## src/sfp_pkg.sv

```systemverilog
// shared types and codes for the sync framed byte parser
`timescale 1ns / 1ps

package sfp_pkg;

  localparam int ByteW  = 8;
  localparam int CountW = 32;
  localparam int PhaseW = 3;
  localparam int KindW  = 2;
  localparam int CfgIdxW = 2;

  // parser phase codes
  localparam logic [PhaseW-1:0] PH_SYNC_A = 3'd0;
  localparam logic [PhaseW-1:0] PH_SYNC_B = 3'd1;
  localparam logic [PhaseW-1:0] PH_TYPE   = 3'd2;
  localparam logic [PhaseW-1:0] PH_LEN    = 3'd3;
  localparam logic [PhaseW-1:0] PH_DATA   = 3'd4;
  localparam logic [PhaseW-1:0] PH_CK_LO  = 3'd5;
  localparam logic [PhaseW-1:0] PH_CK_HI  = 3'd6;

  // event kinds
  localparam logic [KindW-1:0] EV_PAYLOAD = 2'd0;
  localparam logic [KindW-1:0] EV_GOOD    = 2'd1;
  localparam logic [KindW-1:0] EV_BAD     = 2'd2;

  // register indexes
  localparam logic [CfgIdxW-1:0] REG_SYNC_FIRST  = 2'd0;
  localparam logic [CfgIdxW-1:0] REG_SYNC_SECOND = 2'd1;

  localparam logic [ByteW-1:0] SYNC_FIRST_RST  = 8'hBC;
  localparam logic [ByteW-1:0] SYNC_SECOND_RST = 8'hCF;

  typedef struct packed {
    logic [KindW-1:0]  event_kind;
    logic [ByteW-1:0]  frame_type;
    logic [ByteW-1:0]  frame_length;
    logic [ByteW-1:0]  payload_byte;
    logic [ByteW-1:0]  payload_index;
    logic [CountW-1:0] good_count;
    logic [CountW-1:0] error_count;
  } sfp_result_t;

endpackage

```

## src/sfp_parse.sv

```systemverilog
// frame parser state, fletcher-8 sum and frame counters
`timescale 1ns / 1ps

module sfp_parse (
  input  logic                      clk,
  input  logic                      rst_n,
  input  logic                      step_en,
  input  logic [sfp_pkg::ByteW-1:0] rx_byte,
  input  logic [sfp_pkg::ByteW-1:0] sync_first,
  input  logic [sfp_pkg::ByteW-1:0] sync_second,
  output logic                      res_valid,
  output sfp_pkg::sfp_result_t      res
);
  import sfp_pkg::*;

  logic [PhaseW-1:0] phase_r, phase_nxt;
  logic [ByteW-1:0]  type_r, type_nxt;
  logic [ByteW-1:0]  len_r, len_nxt;
  logic [ByteW-1:0]  pos_r, pos_nxt;
  logic [ByteW-1:0]  sum_lo_r, sum_lo_nxt;
  logic [ByteW-1:0]  sum_hi_r, sum_hi_nxt;
  logic [ByteW-1:0]  rcv_lo_r, rcv_lo_nxt;
  logic [CountW-1:0] good_r, good_nxt;
  logic [CountW-1:0] bad_r, bad_nxt;
  logic [ByteW-1:0]  acc_lo;
  logic [ByteW-1:0]  acc_hi;

  assign acc_lo = sum_lo_r + rx_byte;
  assign acc_hi = sum_hi_r + acc_lo;

  always_comb begin
    phase_nxt  = phase_r;
    type_nxt   = type_r;
    len_nxt    = len_r;
    pos_nxt    = pos_r;
    sum_lo_nxt = sum_lo_r;
    sum_hi_nxt = sum_hi_r;
    rcv_lo_nxt = rcv_lo_r;
    good_nxt   = good_r;
    bad_nxt    = bad_r;
    res_valid  = 1'b0;
    res.event_kind    = EV_PAYLOAD;
    res.payload_byte  = '0;
    res.payload_index = '0;
    unique case (phase_r)
      PH_SYNC_B: begin
        // a repeated first sync byte keeps waiting
        if (rx_byte == sync_second) begin
          phase_nxt = PH_TYPE;
        end else if (rx_byte != sync_first) begin
          phase_nxt = PH_SYNC_A;
        end
      end
      PH_TYPE: begin
        type_nxt   = rx_byte;
        sum_lo_nxt = rx_byte;
        sum_hi_nxt = rx_byte;
        phase_nxt  = PH_LEN;
      end
      PH_LEN: begin
        len_nxt    = rx_byte;
        sum_lo_nxt = acc_lo;
        sum_hi_nxt = acc_hi;
        pos_nxt    = '0;
        phase_nxt  = (rx_byte == '0) ? PH_CK_LO : PH_DATA;
      end
      PH_DATA: begin
        sum_lo_nxt = acc_lo;
        sum_hi_nxt = acc_hi;
        pos_nxt    = pos_r + 1'b1;
        if (pos_nxt >= len_r) begin
          phase_nxt = PH_CK_LO;
        end
        res_valid         = 1'b1;
        res.event_kind    = EV_PAYLOAD;
        res.payload_byte  = rx_byte;
        res.payload_index = pos_r;
      end
      PH_CK_LO: begin
        rcv_lo_nxt = rx_byte;
        phase_nxt  = PH_CK_HI;
      end
      PH_CK_HI: begin
        phase_nxt = PH_SYNC_A;
        res_valid = 1'b1;
        if (rcv_lo_r == sum_lo_r && rx_byte == sum_hi_r) begin
          good_nxt       = good_r + 1'b1;
          res.event_kind = EV_GOOD;
        end else begin
          bad_nxt        = bad_r + 1'b1;
          res.event_kind = EV_BAD;
        end
      end
      default: begin
        // hunting, also covers the unused phase code
        phase_nxt = (rx_byte == sync_first) ? PH_SYNC_B : PH_SYNC_A;
      end
    endcase
    res.frame_type   = type_r;
    res.frame_length = len_r;
    res.good_count   = good_nxt;
    res.error_count  = bad_nxt;
  end

  always_ff @(posedge clk) begin
    if (!rst_n) begin
      phase_r  <= PH_SYNC_A;
      type_r   <= '0;
      len_r    <= '0;
      pos_r    <= '0;
      sum_lo_r <= '0;
      sum_hi_r <= '0;
      rcv_lo_r <= '0;
      good_r   <= '0;
      bad_r    <= '0;
    end else if (step_en) begin
      phase_r  <= phase_nxt;
      type_r   <= type_nxt;
      len_r    <= len_nxt;
      pos_r    <= pos_nxt;
      sum_lo_r <= sum_lo_nxt;
      sum_hi_r <= sum_hi_nxt;
      rcv_lo_r <= rcv_lo_nxt;
      good_r   <= good_nxt;
      bad_r    <= bad_nxt;
    end
  end

endmodule

```

## src/sync_frame_parser_fletcher8_core.sv

```systemverilog
// top level of the sync framed byte parser with fletcher-8 check
//
//   channel  direction  handshake             payload
//   in_      input      in_valid / in_stall   in_rx_byte
//   out_     output     out_valid / out_stall event kind, frame fields, counters
//   cfg_     input      cfg_valid / cfg_ready cfg_index, cfg_wdata
//
// one byte per cycle unless out_stall holds a full output register: a byte waits in
// the input register until its step loads any result into the output register.
// the step stage is one fletcher add pair and a phase decode.
// synchronous active-low reset clears phase, sums and counters and loads the sync
// registers with their default values.
// out_stall holds the output register; in_stall rises only while a byte waits
// behind a full, stalled output register. cfg_ready is always high.
`timescale 1ns / 1ps

module sync_frame_parser_fletcher8_core (
  input  logic                        clk,
  input  logic                        rst_n,
  input  logic                        in_valid,
  output logic                        in_stall,
  input  logic [sfp_pkg::ByteW-1:0]   in_rx_byte,
  output logic                        out_valid,
  input  logic                        out_stall,
  output logic [sfp_pkg::KindW-1:0]   out_event_kind,
  output logic [sfp_pkg::ByteW-1:0]   out_frame_type,
  output logic [sfp_pkg::ByteW-1:0]   out_frame_length,
  output logic [sfp_pkg::ByteW-1:0]   out_payload_byte,
  output logic [sfp_pkg::ByteW-1:0]   out_payload_index,
  output logic [sfp_pkg::CountW-1:0]  out_good_count,
  output logic [sfp_pkg::CountW-1:0]  out_error_count,
  input  logic                        cfg_valid,
  output logic                        cfg_ready,
  input  logic [sfp_pkg::CfgIdxW-1:0] cfg_index,
  input  logic [sfp_pkg::ByteW-1:0]   cfg_wdata
);
  import sfp_pkg::*;

  logic              in_vld_r;
  logic [ByteW-1:0]  in_byte_r;
  logic              out_vld_r;
  sfp_result_t       out_r;
  logic [ByteW-1:0]  sync_first_r;
  logic [ByteW-1:0]  sync_second_r;
  logic              step_en;
  logic              in_take;
  logic              res_valid;
  sfp_result_t       res;

  assign cfg_ready = 1'b1;

  // the stage may step whenever the output register can take a new item
  assign step_en  = in_vld_r && (!out_vld_r || !out_stall);
  assign in_stall = in_vld_r && !step_en;
  assign in_take  = in_valid && !in_stall;

  sfp_parse u_parse (
    .clk         (clk),
    .rst_n       (rst_n),
    .step_en     (step_en),
    .rx_byte     (in_byte_r),
    .sync_first  (sync_first_r),
    .sync_second (sync_second_r),
    .res_valid   (res_valid),
    .res         (res)
  );

  always_ff @(posedge clk) begin
    if (!rst_n) begin
      sync_first_r  <= SYNC_FIRST_RST;
      sync_second_r <= SYNC_SECOND_RST;
    end else if (cfg_valid && cfg_ready) begin
      unique case (cfg_index)
        REG_SYNC_FIRST:  sync_first_r  <= cfg_wdata;
        REG_SYNC_SECOND: sync_second_r <= cfg_wdata;
        default: ;
      endcase
    end
  end

  always_ff @(posedge clk) begin
    if (!rst_n) begin
      in_vld_r <= 1'b0;
    end else if (in_take) begin
      in_vld_r <= 1'b1;
    end else if (step_en) begin
      in_vld_r <= 1'b0;
    end
  end

  always_ff @(posedge clk) begin
    if (in_take) begin
      in_byte_r <= in_rx_byte;
    end
  end

  always_ff @(posedge clk) begin
    if (!rst_n) begin
      out_vld_r <= 1'b0;
    end else if (step_en) begin
      out_vld_r <= res_valid;
    end else if (!out_stall) begin
      out_vld_r <= 1'b0;
    end
  end

  always_ff @(posedge clk) begin
    if (step_en && res_valid) begin
      out_r <= res;
    end
  end

  assign out_valid         = out_vld_r;
  assign out_event_kind    = out_r.event_kind;
  assign out_frame_type    = out_r.frame_type;
  assign out_frame_length  = out_r.frame_length;
  assign out_payload_byte  = out_r.payload_byte;
  assign out_payload_index = out_r.payload_index;
  assign out_good_count    = out_r.good_count;
  assign out_error_count   = out_r.error_count;

endmodule
```

## config.mk

```make
export PLATFORM = sky130hd
export DESIGN_NAME = sync_frame_parser_fletcher8_core
export DESIGN_NICKNAME = d
export VERILOG_FILES = /design/src/sfp_pkg.sv /design/src/sfp_parse.sv /design/src/sync_frame_parser_fletcher8_core.sv
export SDC_FILE = /design/constraint.sdc
export NUM_CORES = 1
export LEC_CHECK = 0
export ABC_CLOCK_PERIOD_IN_PS = 17100
export BUFFER_PORTS_ARGS = -buffer_cell sky130_fd_sc_hd__buf_2
export CAP_MARGIN = 20
export CORE_ASPECT_RATIO = 0.5
export CORE_UTILIZATION = 45
export CTS_CLUSTER_SIZE = 40
export DETAILED_ROUTE_END_ITERATION = 10
export GPL_TIMING_DRIVEN = 1
export SLEW_MARGIN = 20
export SYNTH_ARGS = -nofsm -noshare
export SYNTH_HDL_FRONTEND = slang
export SYNTH_HIERARCHICAL = 1
export SYNTH_SLANG_ARGS = --single-unit
```

## constraint.sdc

```tcl
create_clock -name clk -period 17.1 [get_ports clk]
set_input_delay 3.42 -clock clk [delete_from_list [all_inputs] [get_ports clk]]
set_output_delay 3.42 -clock clk [all_outputs]
set_load 0.05 [all_outputs]
```

==> impl_metrics.json, run 1 <==
{
  "drtIter0Drc": 391,
  "ios": 124,
  "synth.cells.most_frequent": "nand2_1, dfxtp_1, xnor2_1",
  "worstSetupPathType": "input port to primary output",
  "arrival_ps": 4020,
  "grtUsageMet2_pct": 31.1,
  "port_buffers": 122,
  "relSlewSlack_pct": 30.8,
  "hold_class": "flop to flop",
  "antenna_found_initial": 0,
  "r2r-end": "u_parse/sum_hi_r[7]",
  "use_met3_pct": 3.39,
  "p_leak_uw": 0.00525,
  "gp_congestion": 0.810,
  "cts_num_sinks": 239,
  "diodes": 0,
  "viasPerCell": 5.12,
  "fin_crit_ps": 7440,
  "ant_nets": 0,
  "p_switching_uw": 242,
  "syn_nets": 1148,
  "insertion_delay_ps": 520,
  "ys.flop_type": "dfxtp_1",
  "use_met1_pct": 24.5,
  "worstHoldPathCells": 0,
  "slew_violations": 0,
  "async_flop_share_pct": 0,
  "tightest_slew_ps": 1040,
  "wl_per_cell_microns": 15.4,
  "clock-skew-final_ps": 12.5,
  "initial_core_util_pct": 46.7,
  "worstPathMaxFanout": 3,
  "synth.largest_area_cell": "edfxtp_1",
  "grt_pass1_wl_microns": 38300,
  "synth_edf_count": 106,
  "syn_avg_cell_area_sq_um": 10.4,
  "grt_max_degree": 91,
  "min_to": "out_frame_type[1]",
  "clkPwrFrac_pct": 46.3,
  "final.setup.tns_ps": 0,
  "ys_warn_count": 6,
  "p_int_uw": 928,
  "netlist_top_cells_area": "edfxtp_1, dfxtp_1, xnor2_1",
  "synthMostInstantiatedCell": "nand2_1",
  "synth-seq-area-share_pct": 51.2,
  "p_per_area_mw_per_mm2": 90.0,
  "ff2ff_setup_slack_ps": 13560,
  "track_usage_pct": 18.4,
  "rsz0062_at_grt": "no",
  "first_pass_iters": 4,
  "grt-busiest-layer": "met2",
  "dieHeight_microns": 115,
  "drive_above_1_share_pct": 15.4,
  "syn2layout_area_growth_pct": 14.0,
  "p_total_uw": 1170,
  "ctsResizeCount": 0,
  "cts_setup_buffers": 0,
  "htreeDepth": 1,
  "rows": 40,
  "synth_top_area_share_pct": 27.9,
  "swShare_pct": 20.7,
  "die_area_sq_mm": 0.0260,
  "power_frac_seq_pct": 51.3,
  "endpoint_kind": "primary output",
  "finalCritPeriodShare_pct": 43.5,
  "ys_types": 58,
  "wl_microns": 23700,
  "cts_hold_buf": 0,
  "hp-start": "u_parse/type_r[1]",
  "finalSetupViolations": 0,
  "cts_tree": "yes",
  "status": "complete, no violations",
  "fp.coreArea_sq_mm": 0.0244,
  "startpoint": "out_stall",
  "max_cap_viol_count": 0,
  "crit_path_start_kind": "input port",
  "drc_errors": 0,
  "synth.cell_area_sq_mm": 0.0114,
  "fmax_ghz": 0.134,
  "hold_violations": 0,
  "crit-reg2reg-launch": "in_byte_r[0]",
  "crit_required_ps": 13680,
  "peakVddDrop_mv": 0.0637,
  "num_vias": 7889,
  "synth_seq_cells": 239,
  "hpwlAfterDp_microns": 15900,
  "finalNetCount": 1241,
  "clkTransAtPathRegs_ps": 60,
  "die_w_microns": 227,
  "numCtsBuffers": 23,
  "r2r_cells": 12,
  "grt_pass1_vias": 7589,
  "cts_root_buffer": "clkbuf_16",
  "grt_remaining_overflow": 0,
  "synth_cells": 1097,
  "cts_buffer_depth": 3,
  "comb_power_share_pct": 2.4
}
==> worst max-delay path by stage <==
| stage | end | slack (ps) |
|---|---|---|
| after floorplan | out_error_count[0] | 8340 |
| after global placement | in_stall | 9680 |
| after detailed placement | in_stall | 9660 |
| after CTS | in_stall | 9660 |
| after global routing | in_stall | 9630 |
| final | in_stall | 9660 |
==> metrics by stage <==
step	hold WS, ps	util [%]	cell area [sq um]	instances	worst slack, ps
finish	429	53.3	13000	1542	9660
global route	450	53.3	13000	1542	9630
CTS	432	53.2	13000	1542	9660
detailed placement	416	50.0	12200	1501	9660
global placement	418	50.0	12200	1501	9680
floorplan	408	-	11400	1097	8340
==> per-layer routing <==
metal	part of all wire, %	up-vias
met5	0	-
met1	48	3806
li1	-	3939
met3	3.3	37
met4	2.0	0
met2	47	107
==> cells in the final DEF, fill, tap and decap left out, types with 28 or more instances in the layout <==
cell type  instances
nor2_1            32
nand4_1           28
nand3_1           50
xnor2_1          128
and2_1            78
dfxtp_1          133
xor2_1            39
edfxtp_1         106
nand2_1          150
buf_2            122
a21boi_0          31
==> flip-flops by register name (all words and copies together) (netlist names), 32 cells and up <==
signal and count:
out_error_count 32, out_good_count 32, u_parse/bad_r 32, u_parse/good_r 32
==> cell type report <==
class                   count  area, sq um
well taps                 336          420
flip-flops and latches    239         5850
inverters                  19         71.3
clock buffers              31          636
repair buffers            130          674
clock inverters            10          158
fillers                  2219        11400
multi-input cells         777         5210
==> power by group through the flow <==
stage,clock network (uW),registers [uW],logic (uW)
global route,577,600,30.8
finish,542,600,27.9
global placement,0,613,27.5
CTS,557,600,28.1
floorplan,0,608,24.2
detailed placement,0,613,27.9
==> logic make-up after synthesis <==
kind of cell / count (synthesis) / synth area share (%)
AND/OR/NAND/NOR: 444 / 20.5
multiplexers: 20 / 1.79
buffers and inverters: 81 / 3.33
other: 1 / 0.0329
XOR/XNOR: 171 / 13.4
flip-flops: 239 / 51.2
AO/OA/AOI/OAI: 113 / 6.55
adder cells (fa/ha/maj): 28 / 3.20
==> worst max-delay path, stage by stage <==
cell and delay [ps]:
buf_2 120, and3_1 200, buf_2 280
Power figures use the tool's default switching activity.
==> run 2: changes to the inputs <==
--- a/config.mk
+++ b/config.mk
@@ -5,7 +5,7 @@
 export SDC_FILE = /design/constraint.sdc
 export NUM_CORES = 1
 export LEC_CHECK = 0
-export ABC_CLOCK_PERIOD_IN_PS = 17100
+export ABC_CLOCK_PERIOD_IN_PS = 7120
 export BUFFER_PORTS_ARGS = -buffer_cell sky130_fd_sc_hd__buf_2
 export CAP_MARGIN = 20
 export CORE_ASPECT_RATIO = 0.5
==> constraint.sdc (replaced) <==
create_clock -name clk -period 7.12 [get_ports clk]
set_input_delay 1.424 -clock clk [delete_from_list [all_inputs] [get_ports clk]]
set_output_delay 1.424 -clock clk [all_outputs]
set_load 0.05 [all_outputs]
==> run 2 against run 1 <==
Non-clock buffer count up 2. Total power up 130%. Critical path depth up 9. Clock-buffer cell count down 1. Combinational power rose to 2.5 times the previous value. Clock power up 130%. Via count up 0.32%. Critical endpoint is now u_parse/sum_hi_r[7]. Largest power group unchanged.
==> impl_metrics.json, run 2 (synthesized netlist as in run 1, its figures left out) <==
{
  "peakVddDrop_mv": 0.159,
  "track_usage_pct": 18.4,
  "insertion_delay_ps": 510,
  "fin_hold_ws_ps": 434,
  "worstHoldPathCells": 0,
  "viasPerCell": 5.13,
  "cts_buffer_depth": 3,
  "initial_core_util_pct": 46.7,
  "startpoint": "in_byte_r[0]",
  "tightest_slew_ps": 1010,
  "clkTransAtPathRegs_ps": 60,
  "r2r-end": "u_parse/sum_hi_r[7]",
  "fill_cells": 2251,
  "endpoint_kind": "flop",
  "fmax_ghz": 0.290,
  "hold_violations": 0,
  "gp_congestion": 0.807,
  "worstPathMaxFanout": 11,
  "num_vias": 7914,
  "first_pass_iters": 7,
  "grt_max_degree": 91,
  "fp.coreArea_sq_mm": 0.0244,
  "cts_num_sinks": 239,
  "status": "complete, no violations",
  "hold_class": "flop to flop",
  "fin_crit_ps": 3450,
  "diodes": 0,
  "crit_path_start_kind": "flop",
  "worstSetupPathType": "flop to flop",
  "final_cell_mix": "nand2_1, dfxtp_1, xnor2_1, buf_2, edfxtp_1",
  "finalNetCount": 1243,
  "ff2ff_setup_slack_ps": 3670,
  "numCtsBuffers": 23,
  "finalSetupViolations": 0,
  "drtIter0Drc": 436,
  "dieHeight_microns": 115,
  "fin_util_pct": 53.2,
  "crit-reg2reg-launch": "in_byte_r[0]",
  "port_buffers": 122,
  "ctsResizeCount": 0,
  "wl_microns": 23900,
  "htreeDepth": 1,
  "max_cap_viol_count": 0,
  "rsz0062_at_grt": "no",
  "p_per_area_mw_per_mm2": 211,
  "die_w_microns": 227,
  "die_area_sq_mm": 0.0260,
  "r2r_cells": 12,
  "final.setup.tns_ps": 0,
  "drc_errors": 0,
  "p_leak_uw": 0.00525,
  "cts_tree": "yes",
  "syn2layout_area_growth_pct": 13.7,
  "cts_root_buffer": "clkbuf_16",
  "rows": 40,
  "cts_setup_buffers": 0,
  "cts_hold_buf": 0,
  "clock-skew-final_ps": 10.6,
  "crit_required_ps": 7560,
  "hpwlAfterDp_microns": 16200,
  "grt_pass1_wl_microns": 38400,
  "relSlewSlack_pct": 32.7,
  "grt_pass1_vias": 7660,
  "ios": 124,
  "finalCritPeriodShare_pct": 48.5,
  "ant_nets": 0,
  "antenna_found_initial": 0,
  "arrival_ps": 3890,
  "crit_end": "u_parse/sum_hi_r[7]",
  "drive_above_1_share_pct": 15.5,
  "final_common_cell": "nand2_1",
  "wl_per_cell_microns": 15.5,
  "grt_remaining_overflow": 0,
  "slew_violations": 0
}
-- run 2: where the power goes --
group          switching (uW)  total (uW)  internal, uW
clock network             510        1230           723
logic                    40.7        69.9          29.2
registers                13.3        1440          1430
total                     565        2740          2180
-- run 2: cell type report --
| class | instances | area [sq um] | share of cell area [%] |
|---|---|---|---|
| flip-flops and latches | 239 | 5850 | 45.0 |
| repair buffers | 132 | 689 | 5.31 |
| multi-input cells | 777 | 5210 | 40.1 |
| clock inverters | 11 | 128 | 0.983 |
| inverters | 19 | 71.3 | 0.549 |
| clock buffers | 30 | 622 | 4.79 |
| well taps | 336 | 420 | 3.24 |
-- run 2: metrics by stage --
stage	power [uW]	setup WS, ps	area, sq um	std cells
2_1_floorplan	1520	356	11400	1097
3_3_place_gp	1540	3330	12200	1503
5_1_grt	2840	3430	13000	1544
4_1_cts	2780	3680	13000	1544
6_report	2740	3670	13000	1544
3_5_place_dp	1540	3210	12200	1503
-- run 2: worst max-delay path, cell delays in order, from the launching register on --
cell      delay (ps)
edfxtp_1         630
ha_1             350
fa_1             420
a21o_1           180
a21oi_1          220
o21bai_1          90
a21oi_1          190
xnor2_1          120
ha_1             220
o41ai_1          390
xnor2_1          160
mux2_2           280
a21oi_1          130
-- run 2: layer usage --
metal	vias up	GRT usage, %	wire length [microns]
li1	3957	-	-
met1	3781	24.5	11400
met2	146	31.4	11300
met3	30	3.41	905
met4	0	3.67	379
met5	-	0	0
-- run 2: how the worst min path moves through the flow --
stage                     slack [ps]              start                end
after floorplan                  410  u_parse/type_r[0]  out_frame_type[0]
after global placement           430  u_parse/type_r[1]  out_frame_type[1]
after detailed placement         420  u_parse/type_r[1]  out_frame_type[1]
after CTS                        440  u_parse/type_r[1]  out_frame_type[1]
after global routing             450  u_parse/type_r[1]  out_frame_type[1]
final                            430  u_parse/type_r[1]  out_frame_type[1]
==> run 3: changes to the inputs <==
--- a/config.mk
+++ b/config.mk
@@ -5,7 +5,7 @@
 export SDC_FILE = /design/constraint.sdc
 export NUM_CORES = 1
 export LEC_CHECK = 0
-export ABC_CLOCK_PERIOD_IN_PS = 7120
+export ABC_CLOCK_PERIOD_IN_PS = 3400
 export BUFFER_PORTS_ARGS = -buffer_cell sky130_fd_sc_hd__buf_2
 export CAP_MARGIN = 20
 export CORE_ASPECT_RATIO = 0.5
==> constraint.sdc (replaced) <==
create_clock -name clk -period 3.4 [get_ports clk]
set_input_delay 0.68 -clock clk [delete_from_list [all_inputs] [get_ports clk]]
set_output_delay 0.68 -clock clk [all_outputs]
set_load 0.05 [all_outputs]
==> run 3 against run 2 <==
Flip-flop and latch count is the same. Die area is the same. Critical path type unchanged. Via count grew 0.91%. Combinational power grew 140%. Largest cell class unchanged. Clock skew grew 6.5 ps. Final area grew 1.2%. Utilization grew 0.63 points. Routed wire length grew 0.85%. First-iteration DRC count shrank 22%. Non-clock buffer count grew 20.
==> impl_metrics.json, run 3 (synthesized netlist as in run 1, its figures left out) <==
{
  "met1_length_microns": 11600,
  "die_w_microns": 227,
  "rsz0062_at_grt": "no",
  "tightest_slew_ps": 754,
  "numCtsBuffers": 23,
  "crit-reg2reg-launch": "in_byte_r[0]",
  "p_per_area_mw_per_mm2": 434,
  "wl_per_cell_microns": 15.4,
  "gp_congestion": 0.854,
  "num_vias": 7986,
  "r2r_cells": 12,
  "worst_slack_ps": 316,
  "clkTransAtPathRegs_ps": 70,
  "cts_setup_buffers": 0,
  "antenna_found_initial": 0,
  "cts_root_buffer": "clkbuf_16",
  "routed.top_layer": "met4",
  "cts_tree": "yes",
  "die_area_sq_mm": 0.0260,
  "ios": 124,
  "drive_above_1_share_pct": 16.8,
  "wl_met2_microns": 11200,
  "drtIter0Drc": 342,
  "multi_input_area_sq_mm": 0.00520,
  "fp.coreArea_sq_mm": 0.0244,
  "hpwlAfterDp_microns": 16700,
  "dpl.cell_count": 1523,
  "htreeDepth": 1,
  "fmax_ghz": 0.324,
  "hold_class": "input port to flop",
  "track_usage_pct": 18.5,
  "final_area_sq_mm": 0.0131,
  "place_ws_ps": 316,
  "final-instance-count-excl-fill": 1565,
  "ant_nets": 0,
  "r2r-end": "u_parse/sum_hi_r[7]",
  "crit_end": "u_parse/sum_hi_r[7]",
  "ff2ff_setup_slack_ps": 320,
  "relSlewSlack_pct": 49.7,
  "peakVddDrop_mv": 0.247,
  "grt_remaining_overflow": 0,
  "final.setup.tns_ps": 0,
  "worstPathMaxFanout": 3,
  "max_cap_viol_count": 0,
  "grt_pass1_wl_microns": 38600,
  "p_leak_uw": 0.00535,
  "final_cell_mix": "nand2_1, dfxtp_1, xnor2_1, buf_2, edfxtp_1",
  "place_area_sq_mm": 0.0124,
  "final_common_cell": "nand2_1",
  "drc_errors": 0,
  "regArea_sq_mm": 0.00585,
  "dieHeight_microns": 115,
  "finalSetupViolations": 0,
  "finalCritPeriodShare_pct": 90.7,
  "port_buffers": 122,
  "finalNetCount": 1263,
  "arrival_ps": 3540,
  "rows": 40,
  "status": "complete, no violations",
  "insertion_delay_ps": 530,
  "slew_violations": 0,
  "diodes": 0,
  "crit_path_start_kind": "flop",
  "cts_hold_buf": 0,
  "ctsResizeCount": 0,
  "crit_required_ps": 3860,
  "fill_cells": 2197,
  "viasPerCell": 5.10,
  "initial_core_util_pct": 46.7,
  "endpoint_kind": "flop",
  "first_pass_iters": 5,
  "cts_buffer_depth": 3,
  "clock-skew-final_ps": 17.1,
  "fin_crit_ps": 3080,
  "cts_num_sinks": 239,
  "grt_pass1_vias": 7517,
  "startpoint": "in_byte_r[0]",
  "wl_microns": 24100,
  "syn2layout_area_growth_pct": 15.1,
  "grt_max_degree": 99,
  "met3_length_microns": 986,
  "worstSetupPathType": "flop to flop",
  "hold_violations": 0
}
==> run 3: cell count changes in the layout (fill, tap and decap cells not counted), moves of 2 or more <==
cell	before	now
buf_4	9	28
clkinv_2	6	3
buf_12	0	2
bufinv_16	3	1
clkbuf_1	5	3
clkbuf_8	2	4
clkinv_1	3	5
clkinvlp_4	0	2
==> run 3: where the power goes <==
group | leakage, uW | switching, uW | internal [uW]
logic | 0.00270 | 100 | 70.1
clock network | 0.000359 | 1120 | 1410
registers | 0.00229 | 14.1 | 2990
total | 0.00535 | 1230 | 4470
==> run 3: final cells by class <==
cell class,count,share of cell area (%)
Clock buffer,30,4.89
Clock inverter,12,0.724
Inverter,19,0.543
Multi-Input combinational cell,777,39.6
Sequential cell,239,44.5
Tap cell,336,3.20
Timing Repair Buffer,152,6.55
==> run 3: critical path, stage by stage (launching register included) <==
cell,delay (ps)
edfxtp_1,400
ha_1,240
fa_1,410
a21o_1,180
a21oi_1,210
o21bai_1,90
a21oi_1,170
xnor2_1,130
ha_1,230
o41ai_1,410
xnor2_1,140
mux2_2,270
a21oi_1,140
==> run 3: worst min path at each step <==
stage                           start                 to  cells after the start
finish                  in_rx_byte[0]       in_byte_r[0]                      1
global route            in_rx_byte[0]       in_byte_r[0]                      1
CTS                     in_rx_byte[0]       in_byte_r[0]                      1
detailed placement  u_parse/type_r[0]  out_frame_type[0]                      0
global placement    u_parse/type_r[0]  out_frame_type[0]                      0
floorplan           u_parse/type_r[0]  out_frame_type[0]                      0
==> run 3: metrics by stage <==
stage	hold slack [ps]	util [%]	total power, uW
finish	320	53.8	5710
global route	302	53.8	5900
CTS	306	53.8	5770
detailed placement	418	50.8	3240
global placement	419	50.8	3230
floorplan	408	-	3180
==> run 3: per-layer routing <==
metal  up-vias  global-route usage, %
li1       3993                      -
met1      3831                   25.3
met2       133                   30.6
met3        29                   3.41
met4         0                   4.16
met5         -                      0
